## config.mk

```make
export PLATFORM = sky130hd
export DESIGN_NAME = mandelbrot_escape_pixel_top
export DESIGN_NICKNAME = d
export VERILOG_FILES = /design/src/hw/rtl/mep_pkg.sv /design/src/hw/rtl/mandelbrot_escape_pixel_top.sv
export SDC_FILE = /design/constraint.sdc
export NUM_CORES = 2
export LEC_CHECK = 0
export BUFFER_PORTS_ARGS = -buffer_cell sky130_fd_sc_hd__buf_2
export CORE_AREA = 2 2 568 570
export DETAILED_ROUTE_END_ITERATION = 8
export DIE_AREA = 0 0 570 572
export PLACE_DENSITY = 0.47
export SLEW_MARGIN = 5
export SYNTH_ARGS = -nofsm -noshare
export SYNTH_HDL_FRONTEND = slang
export SYNTH_SLANG_ARGS = --single-unit
```

## constraint.sdc

```tcl
create_clock -name clk -period 17.61 [get_ports clk]
set_clock_uncertainty 0.1 [all_clocks]
set_input_delay 0.8805 -clock clk [delete_from_list [all_inputs] [get_ports clk]]
set_output_delay 0.8805 -clock clk [all_outputs]
set_load 0.01 [all_outputs]
```

## src/hw/rtl/mep_pkg.sv

```systemverilog
// Package for the Mandelbrot escape-time pixel block: constants, codes, types and helpers.
package mep_pkg;

	localparam int FRAC_BITS_DEF = 25;
	localparam int MAX_ITER_DEF  = 10000;

	localparam int COORD_W = 32;
	localparam int STEP_W  = 31;
	localparam int PIX_W   = 12;
	localparam int LIMIT_W = 14;
	localparam int COUNT_W = 14;
	localparam int COLOR_W = 8;
	localparam int PROD_W  = 2 * COORD_W;
	localparam int IDX_W   = 3;
	localparam int QUOT_W  = 3;
	// Scaled count 255*k needs the limit width plus eight bits.
	localparam int DIVD_W  = LIMIT_W + COLOR_W;

	localparam int IN_DATA_W  = 24;
	localparam int OUT_DATA_W = 56;

	localparam logic [COLOR_W-1:0] COLOR_MAX = 8'd255;

	localparam logic signed [COORD_W-1:0] X_ORIGIN_RST = -32'sd73819750;
	localparam logic signed [COORD_W-1:0] Y_ORIGIN_RST = -32'sd50331648;
	localparam logic [STEP_W-1:0]         X_STEP_RST   = 31'd503316;
	localparam logic [STEP_W-1:0]         Y_STEP_RST   = 31'd503316;
	localparam logic [LIMIT_W-1:0]        ITER_LIM_RST = 14'd100;

	typedef enum logic [IDX_W-1:0] {
		REG_X_ORIGIN  = 3'd0,
		REG_Y_ORIGIN  = 3'd1,
		REG_X_STEP    = 3'd2,
		REG_Y_STEP    = 3'd3,
		REG_ITER_LIM  = 3'd4
	} reg_index_t;

	typedef enum logic [3:0] {
		S_IDLE,
		S_CX,
		S_CY,
		S_CIM,
		S_RR,
		S_II,
		S_RI,
		S_UPD,
		S_DIV,
		S_DONE
	} state_t;

	// Clamp a wide signed value into the 32-bit coordinate range.
	function automatic logic signed [COORD_W-1:0] sat32(input logic signed [PROD_W:0] v);
		logic signed [PROD_W:0] hi;
		logic signed [PROD_W:0] lo;
		hi = $signed({{(PROD_W-COORD_W+2){1'b0}}, {(COORD_W-1){1'b1}}});
		lo = $signed({{(PROD_W-COORD_W+2){1'b1}}, {(COORD_W-1){1'b0}}});
		if (v > hi) begin
			sat32 = hi[COORD_W-1:0];
		end else if (v < lo) begin
			sat32 = lo[COORD_W-1:0];
		end else begin
			sat32 = v[COORD_W-1:0];
		end
	endfunction

endpackage

```

## src/hw/rtl/mandelbrot_escape_pixel_top.sv

```systemverilog
// Mandelbrot escape-time evaluator for one pixel per item, built around one shared multiplier.
//
// Each input item carries a pixel column and row. The block forms c from the configured
// origin and steps, iterates w = w*w + c from w = c until |w|^2 exceeds 16 or the
// iteration limit is reached, and returns the count, an escaped flag and a green/blue
// color. All products go through a single 32x32 signed multiplier, so one iteration
// takes three products and an update. An escaping item also runs a bit-serial division
// for the color. The input is ready only while no item is in work, but a new item
// may be taken while the previous result still waits on the output register.
module mandelbrot_escape_pixel_top #(
	parameter int FRAC_BITS = mep_pkg::FRAC_BITS_DEF,
	parameter int MAX_ITER  = mep_pkg::MAX_ITER_DEF
) (
	input  logic                                clk,
	input  logic                                arst_n,
	input  logic                                cfg_valid,
	output logic                                cfg_ready,
	input  logic [mep_pkg::IDX_W-1:0]           cfg_index,
	input  logic [mep_pkg::COORD_W-1:0]         cfg_data,
	input  logic                                s_axis_tvalid,
	output logic                                s_axis_tready,
	// [11:0] pixel_column, [23:12] pixel_row
	input  logic [mep_pkg::IN_DATA_W-1:0]       s_axis_tdata,
	output logic                                m_axis_tvalid,
	input  logic                                m_axis_tready,
	// [11:0] out_column, [23:12] out_row, [37:24] iteration_count,
	// [45:38] green_level, [53:46] blue_level, [55:54] zero
	output logic [mep_pkg::OUT_DATA_W-1:0]      m_axis_tdata,
	// [0] escaped
	output logic                                m_axis_tuser
);
	import mep_pkg::*;

	localparam logic [PROD_W-1:0] BOUND = PROD_W'(16) << (2 * FRAC_BITS);
	localparam logic [LIMIT_W+2:0] MAX_ITER_W = (LIMIT_W+3)'(MAX_ITER);

	// Configuration registers
	logic signed [COORD_W-1:0] x_origin_q;
	logic signed [COORD_W-1:0] y_origin_q;
	logic [STEP_W-1:0]         x_step_q;
	logic [STEP_W-1:0]         y_step_q;
	logic [LIMIT_W-1:0]        iter_lim_q;

	state_t state_q;
	state_t state_d;

	// Working registers
	logic [PIX_W-1:0]          col_q;
	logic [PIX_W-1:0]          row_q;
	logic [LIMIT_W-1:0]        lim_q;
	logic signed [COORD_W-1:0] cre_q;
	logic signed [COORD_W-1:0] cim_q;
	logic signed [COORD_W-1:0] wre_q;
	logic signed [COORD_W-1:0] wim_q;
	logic signed [PROD_W-1:0]  prod_q;
	logic signed [PROD_W-1:0]  rr_q;
	logic signed [PROD_W-1:0]  diff_q;
	logic [PROD_W-1:0]         sum_q;
	logic [COUNT_W-1:0]        cnt_q;
	logic                      esc_q;
	logic [DIVD_W-1:0]         rem_q;
	logic [COLOR_W-1:0]        quo_q;
	logic [QUOT_W-1:0]         bit_q;

	logic                      out_valid_q;
	logic [OUT_DATA_W-1:0]     out_data_q;
	logic                      out_user_q;

	// Shared multiplier
	logic signed [COORD_W-1:0] mul_a;
	logic signed [COORD_W-1:0] mul_b;
	logic signed [PROD_W-1:0]  mul_p;

	logic                      in_take;
	logic                      out_load;
	logic                      escape_now;
	logic                      last_iter;
	logic [DIVD_W-1:0]         div_sub;
	logic signed [PROD_W-1:0]  re_shift;
	logic signed [PROD_W-1:0]  im_shift;
	logic [COLOR_W-1:0]        green;
	logic [COLOR_W-1:0]        blue;
	logic [LIMIT_W-1:0]        lim_eff;

	assign cfg_ready     = 1'b1;
	assign m_axis_tvalid = out_valid_q;
	assign m_axis_tdata  = out_data_q;
	assign m_axis_tuser  = out_user_q;

	assign in_take    = s_axis_tvalid && s_axis_tready;
	assign mul_p      = mul_a * mul_b;
	assign escape_now = sum_q > BOUND;
	assign last_iter  = ({1'b0, cnt_q} + (COUNT_W+1)'(1)) == {1'b0, lim_q};
	assign div_sub    = {{COLOR_W{1'b0}}, lim_q} << bit_q;
	assign re_shift   = diff_q >>> FRAC_BITS;
	assign im_shift   = prod_q >>> (FRAC_BITS - 1);
	assign blue       = esc_q ? quo_q : '0;
	assign green      = esc_q ? (COLOR_MAX - quo_q) : '0;
	assign lim_eff    = ({3'b000, iter_lim_q} > MAX_ITER_W) ? MAX_ITER_W[LIMIT_W-1:0]
	                                                        : iter_lim_q;

	// Configuration writes
	always_ff @(posedge clk or negedge arst_n) begin
		if (!arst_n) begin
			x_origin_q <= X_ORIGIN_RST;
			y_origin_q <= Y_ORIGIN_RST;
			x_step_q   <= X_STEP_RST;
			y_step_q   <= Y_STEP_RST;
			iter_lim_q <= ITER_LIM_RST;
		end else if (cfg_valid && cfg_ready) begin
			case (cfg_index)
				REG_X_ORIGIN: x_origin_q <= cfg_data;
				REG_Y_ORIGIN: y_origin_q <= cfg_data;
				REG_X_STEP:   x_step_q   <= cfg_data[STEP_W-1:0];
				REG_Y_STEP:   y_step_q   <= cfg_data[STEP_W-1:0];
				REG_ITER_LIM: iter_lim_q <= cfg_data[LIMIT_W-1:0];
				default: ;
			endcase
		end
	end

	// Next state
	always_comb begin
		state_d = state_q;
		unique case (state_q)
			S_IDLE: if (in_take) state_d = S_CX;
			S_CX:   state_d = S_CY;
			S_CY:   state_d = S_CIM;
			S_CIM:  state_d = (lim_q == '0) ? S_DONE : S_II;
			S_RR:   state_d = S_II;
			S_II:   state_d = S_RI;
			S_RI:   state_d = S_UPD;
			S_UPD: begin
				if (escape_now) begin
					state_d = S_DIV;
				end else if (last_iter) begin
					state_d = S_DONE;
				end else begin
					state_d = S_RR;
				end
			end
			S_DIV:  if (bit_q == '0) state_d = S_DONE;
			S_DONE: if (out_load) state_d = S_IDLE;
			default: state_d = S_IDLE;
		endcase
	end

	// State outputs: handshake and multiplier operand selection
	always_comb begin
		s_axis_tready = 1'b0;
		out_load      = 1'b0;
		mul_a         = wre_q;
		mul_b         = wre_q;
		unique case (state_q)
			S_IDLE: s_axis_tready = 1'b1;
			S_CX: begin
				mul_a = $signed({{(COORD_W-PIX_W){1'b0}}, col_q});
				mul_b = $signed({1'b0, x_step_q});
			end
			S_CY: begin
				mul_a = $signed({{(COORD_W-PIX_W){1'b0}}, row_q});
				mul_b = $signed({1'b0, y_step_q});
			end
			S_CIM, S_RR: begin
				mul_a = wre_q;
				mul_b = wre_q;
			end
			S_II: begin
				mul_a = wim_q;
				mul_b = wim_q;
			end
			S_RI: begin
				mul_a = wre_q;
				mul_b = wim_q;
			end
			S_DONE: out_load = !out_valid_q || m_axis_tready;
			default: ;
		endcase
	end

	always_ff @(posedge clk or negedge arst_n) begin
		if (!arst_n) begin
			state_q <= S_IDLE;
		end else begin
			state_q <= state_d;
		end
	end

	// Datapath registers
	always_ff @(posedge clk) begin
		prod_q <= mul_p;
		unique case (state_q)
			S_IDLE: begin
				col_q <= s_axis_tdata[PIX_W-1:0];
				row_q <= s_axis_tdata[2*PIX_W-1:PIX_W];
				lim_q <= lim_eff;
			end
			S_CX: begin
				cnt_q <= '0;
				esc_q <= 1'b0;
			end
			S_CY: begin
				cre_q <= sat32($signed({{(PROD_W-COORD_W+1){x_origin_q[COORD_W-1]}}, x_origin_q})
				             + $signed({prod_q[PROD_W-1], prod_q}));
				wre_q <= sat32($signed({{(PROD_W-COORD_W+1){x_origin_q[COORD_W-1]}}, x_origin_q})
				             + $signed({prod_q[PROD_W-1], prod_q}));
			end
			S_CIM: begin
				cim_q <= sat32($signed({{(PROD_W-COORD_W+1){y_origin_q[COORD_W-1]}}, y_origin_q})
				             + $signed({prod_q[PROD_W-1], prod_q}));
				wim_q <= sat32($signed({{(PROD_W-COORD_W+1){y_origin_q[COORD_W-1]}}, y_origin_q})
				             + $signed({prod_q[PROD_W-1], prod_q}));
			end
			S_II: rr_q <= prod_q;
			S_RI: begin
				// Both squares are non-negative, so the unsigned sum cannot wrap.
				sum_q  <= rr_q + prod_q;
				diff_q <= rr_q - prod_q;
			end
			S_UPD: begin
				if (escape_now) begin
					esc_q <= 1'b1;
					rem_q <= {cnt_q, {COLOR_W{1'b0}}} - {{COLOR_W{1'b0}}, cnt_q};
					quo_q <= '0;
					bit_q <= '1;
				end else begin
					cnt_q <= cnt_q + COUNT_W'(1);
					wre_q <= sat32($signed({re_shift[PROD_W-1], re_shift})
					             + $signed({{(PROD_W-COORD_W+1){cre_q[COORD_W-1]}}, cre_q}));
					wim_q <= sat32($signed({im_shift[PROD_W-1], im_shift})
					             + $signed({{(PROD_W-COORD_W+1){cim_q[COORD_W-1]}}, cim_q}));
				end
			end
			S_DIV: begin
				// Restoring division, one quotient bit per cycle from the top.
				if (rem_q >= div_sub) begin
					rem_q        <= rem_q - div_sub;
					quo_q[bit_q] <= 1'b1;
				end
				bit_q <= bit_q - QUOT_W'(1);
			end
			default: ;
		endcase
	end

	// Output register
	always_ff @(posedge clk or negedge arst_n) begin
		if (!arst_n) begin
			out_valid_q <= 1'b0;
		end else if (out_load) begin
			out_valid_q <= 1'b1;
		end else if (m_axis_tready) begin
			out_valid_q <= 1'b0;
		end
	end

	always_ff @(posedge clk) begin
		if (out_load) begin
			out_data_q <= {2'b00, blue, green, cnt_q, row_q, col_q};
			out_user_q <= esc_q;
		end
	end

endmodule

```

==> flow_metrics.tcl <==
set metrics [dict create \
    start_util_pct 24.9 \
    dp_slack_ns 5.99 \
    fin_ws_ns 5.64 \
    gp_congestion 0.929 \
    post_cts_buffers 0 \
    io_buffers 120 \
    overflow 0 \
    setup-violations-final 0 \
    wl_um 296000 \
    hold_class "primary input to flop" \
    clkLatencyLatePin_ns 0.77 \
    hpwl_um 230000 \
    status "complete, no violations" \
    crit_family "adder cells" \
    cp_max_fo 33 \
    cts_hold_buf 1 \
    netlist.area_leader.share_pct 27.4 \
    fin_crit_sh_pct 68.0 \
    rsz0062_at_grt "false" \
    ys_ff_latch 645 \
    cp-startpoint "state_q[3]" \
    min_period_ns 11.97 \
    avgSynthCellArea_um2 9.42 \
    clock.fmax_ghz 0.0835 \
    hold_path.startpoint "s_axis_tdata[8]" \
    layout_commonest_cell "inv_1" \
    critical_path_class "flop to flop" \
    dr_total_vias 62800 \
    synth_area_leaders "fa_1, edfxtp_1, ha_1" \
    seq_area_frac_synth_pct 22.7 \
    r2r_cells 34 \
    cts_buffer_depth 3 \
    worst_setup_path_end_kind "flop" \
    regToRegSetupSlack_ns 5.64 \
    wire_per_inst_um 23.3 \
    hold-worst-slack_ns 0.195 \
    fin_nets 10100 \
    grt_pass1_vias 65300 \
    synth_edf_count 436 \
    cts_buffers 80 \
    die_area_um2 326000 \
    cts-root-buf "clkbuf_16" \
    hold_end "col_q[8]" \
    synthArstFlopShare_pct 22.5 \
    path_common_cell "fa_1" \
    drt_iter0_markers 5218 \
    critPathRequiredTime_ns 18.07 \
    cts_tree "done" \
    rr_startpoint "state_q[3]" \
    cp_slowest_cell "a211oi_1" \
    grt.total_usage_pct 18.1 \
    tightestPinTransition_ns 1.39 \
    path_clk_slew_ns 0.07 \
    synth_area_um2 79500 \
    relSlewSlack_pct 7.58 \
    synth_ff_type "edfxtp_1" \
    drc_errors 0 \
    cp-start-kind "flop" \
    cts_sinks 645 \
    coreArea_um2 320000 \
    tns_ns 0 \
    grt_pass1_wl_um 439000 \
    io_pins 124 \
    rows 208 \
    drtAntennaViolNets 0 \
    cap_viol_max_count 0 \
    drt_pass1_iterations 6 \
    yosysWarnings 0 \
    crit_buf_inv 7 \
    cp.arrival_ns 12.43 \
    area_growth_pct 11.0 \
    final_cell_mix "inv_1, fa_1, nor2_1, nand2_1, ha_1" \
    fin_cells 12700 \
    grt_max_degree 64 \
    cts_repair_resize_count 0 \
    die_y_um 572 \
    critical_path.max_stage_delay_ns 1.01 \
    place_inst 12500 \
    finalMaxSlewViolations 0 \
    via_per_inst 4.95 \
    r2r-end "prod_q[61]" \
    drive_gt1_share_pct 8.87 \
    h-tree-depth 3 \
    synth_largest_area_cell "fa_1" \
    dieWidth_um 570 \
    final-hold-violation-count 0 \
    synth_cell_types 105 \
    hold_depth 1 \
    netlist_instances 8446 \
    antenna_found_initial 29 \
]
cell families after synthesis:
group                    Yosys count  share of synthesized area [%]
flip-flops                       645                           22.7
AND/OR/NAND/NOR                 2513                           14.0
buffers and inverters           1581                           7.57
adder cells (fa/ha/maj)         1636                           36.0
multiplexers                     183                           2.64
XOR/XNOR                         378                           4.16
AO/OA/AOI/OAI                   1508                           12.9
other                              2                        0.00944
layout make-up:
cell class / count / area, um^2
Timing Repair Buffer: 286 / 1860
Clock inverter: 51 / 608
Multi-Input combinational cell: 6221 / 55800
Inverter: 1186 / 4450
Clock buffer: 99 / 2180
Antenna cell: 6 / 15.0
Sequential cell: 645 / 18100
Tap cell: 4200 / 5260
Fill cell: 33700 / 232000
stage by stage:
step	util (%)	instance area, um^2
6_report	27.6	88300
3_3_place_gp	26.7	85500
5_1_grt	27.6	88200
4_1_cts	27.6	88200
3_5_place_dp	26.7	85500
2_1_floorplan	-	79500
worst max path at each step:
stage,slack (ns),cells after the start,endpoint
floorplan,6.42,30,prod_q[60]
global placement,5.96,34,prod_q[61]
detailed placement,5.99,35,prod_q[60]
CTS,5.83,34,prod_q[61]
global route,5.12,33,prod_q[60]
finish,5.64,34,prod_q[61]
per-layer routing:
metal	routed length, um	vias to the layer above	part of all wire [%]	track usage [%]
li1	-	28000	-	-
met1	124000	32200	42	23.1
met2	140000	2111	47	30.5
met3	18700	480	6.3	3.10
met4	12700	16	4.3	6.75
met5	93	-	0.031	0
registers in the layout (all words and copies together) (netlist names), 14 cells and up:
name	cells
prod_q	64
rr_q	64
sum_q	64
m_axis_tdata	54
diff_q	39
cim_q	32
cre_q	32
wim_q	32
wre_q	32
x_origin_q	32
y_origin_q	32
x_step_q	31
y_step_q	31
rem_q	22
cnt_q	14
iter_lim_q	14
lim_q	14
Yosys cell counts, types with 40 or more instances:
| library cell | instances |
|---|---|
| inv_1 | 1180 |
| fa_1 | 1088 |
| nor2_1 | 940 |
| nand2_1 | 859 |
| ha_1 | 548 |
| edfxtp_1 | 436 |
| a21oi_1 | 414 |
| clkbuf_1 | 320 |
| xnor2_1 | 254 |
| o21ai_0 | 201 |
| a21o_1 | 174 |
| mux2_2 | 143 |
| xor2_1 | 124 |
| nor3_1 | 102 |
| dfrtp_1 | 96 |
| nand3_1 | 95 |
| o21bai_1 | 90 |
| nand2b_1 | 78 |
| nand4_1 | 73 |
| o21a_1 | 71 |
| nor2b_1 | 67 |
| dfxtp_1 | 64 |
| a221oi_1 | 59 |
| nor4_1 | 54 |
| and2_1 | 50 |
| dfstp_2 | 49 |
| a211oi_1 | 40 |
worst reg2reg max path, delay by kind of cell, from the launching register on:
family	cells	cell delay [ns]
adder cells (fa/ha/maj)	9	4.04
buffers and inverters	7	0.90
AND/OR/NAND/NOR	10	2.18
flip-flops	1	0.54
AO/OA/AOI/OAI	8	4.01
Power is left out: the tool's default activity adds up to more than one toggle a clock period on the data nets, which glitch-free logic cannot reach.
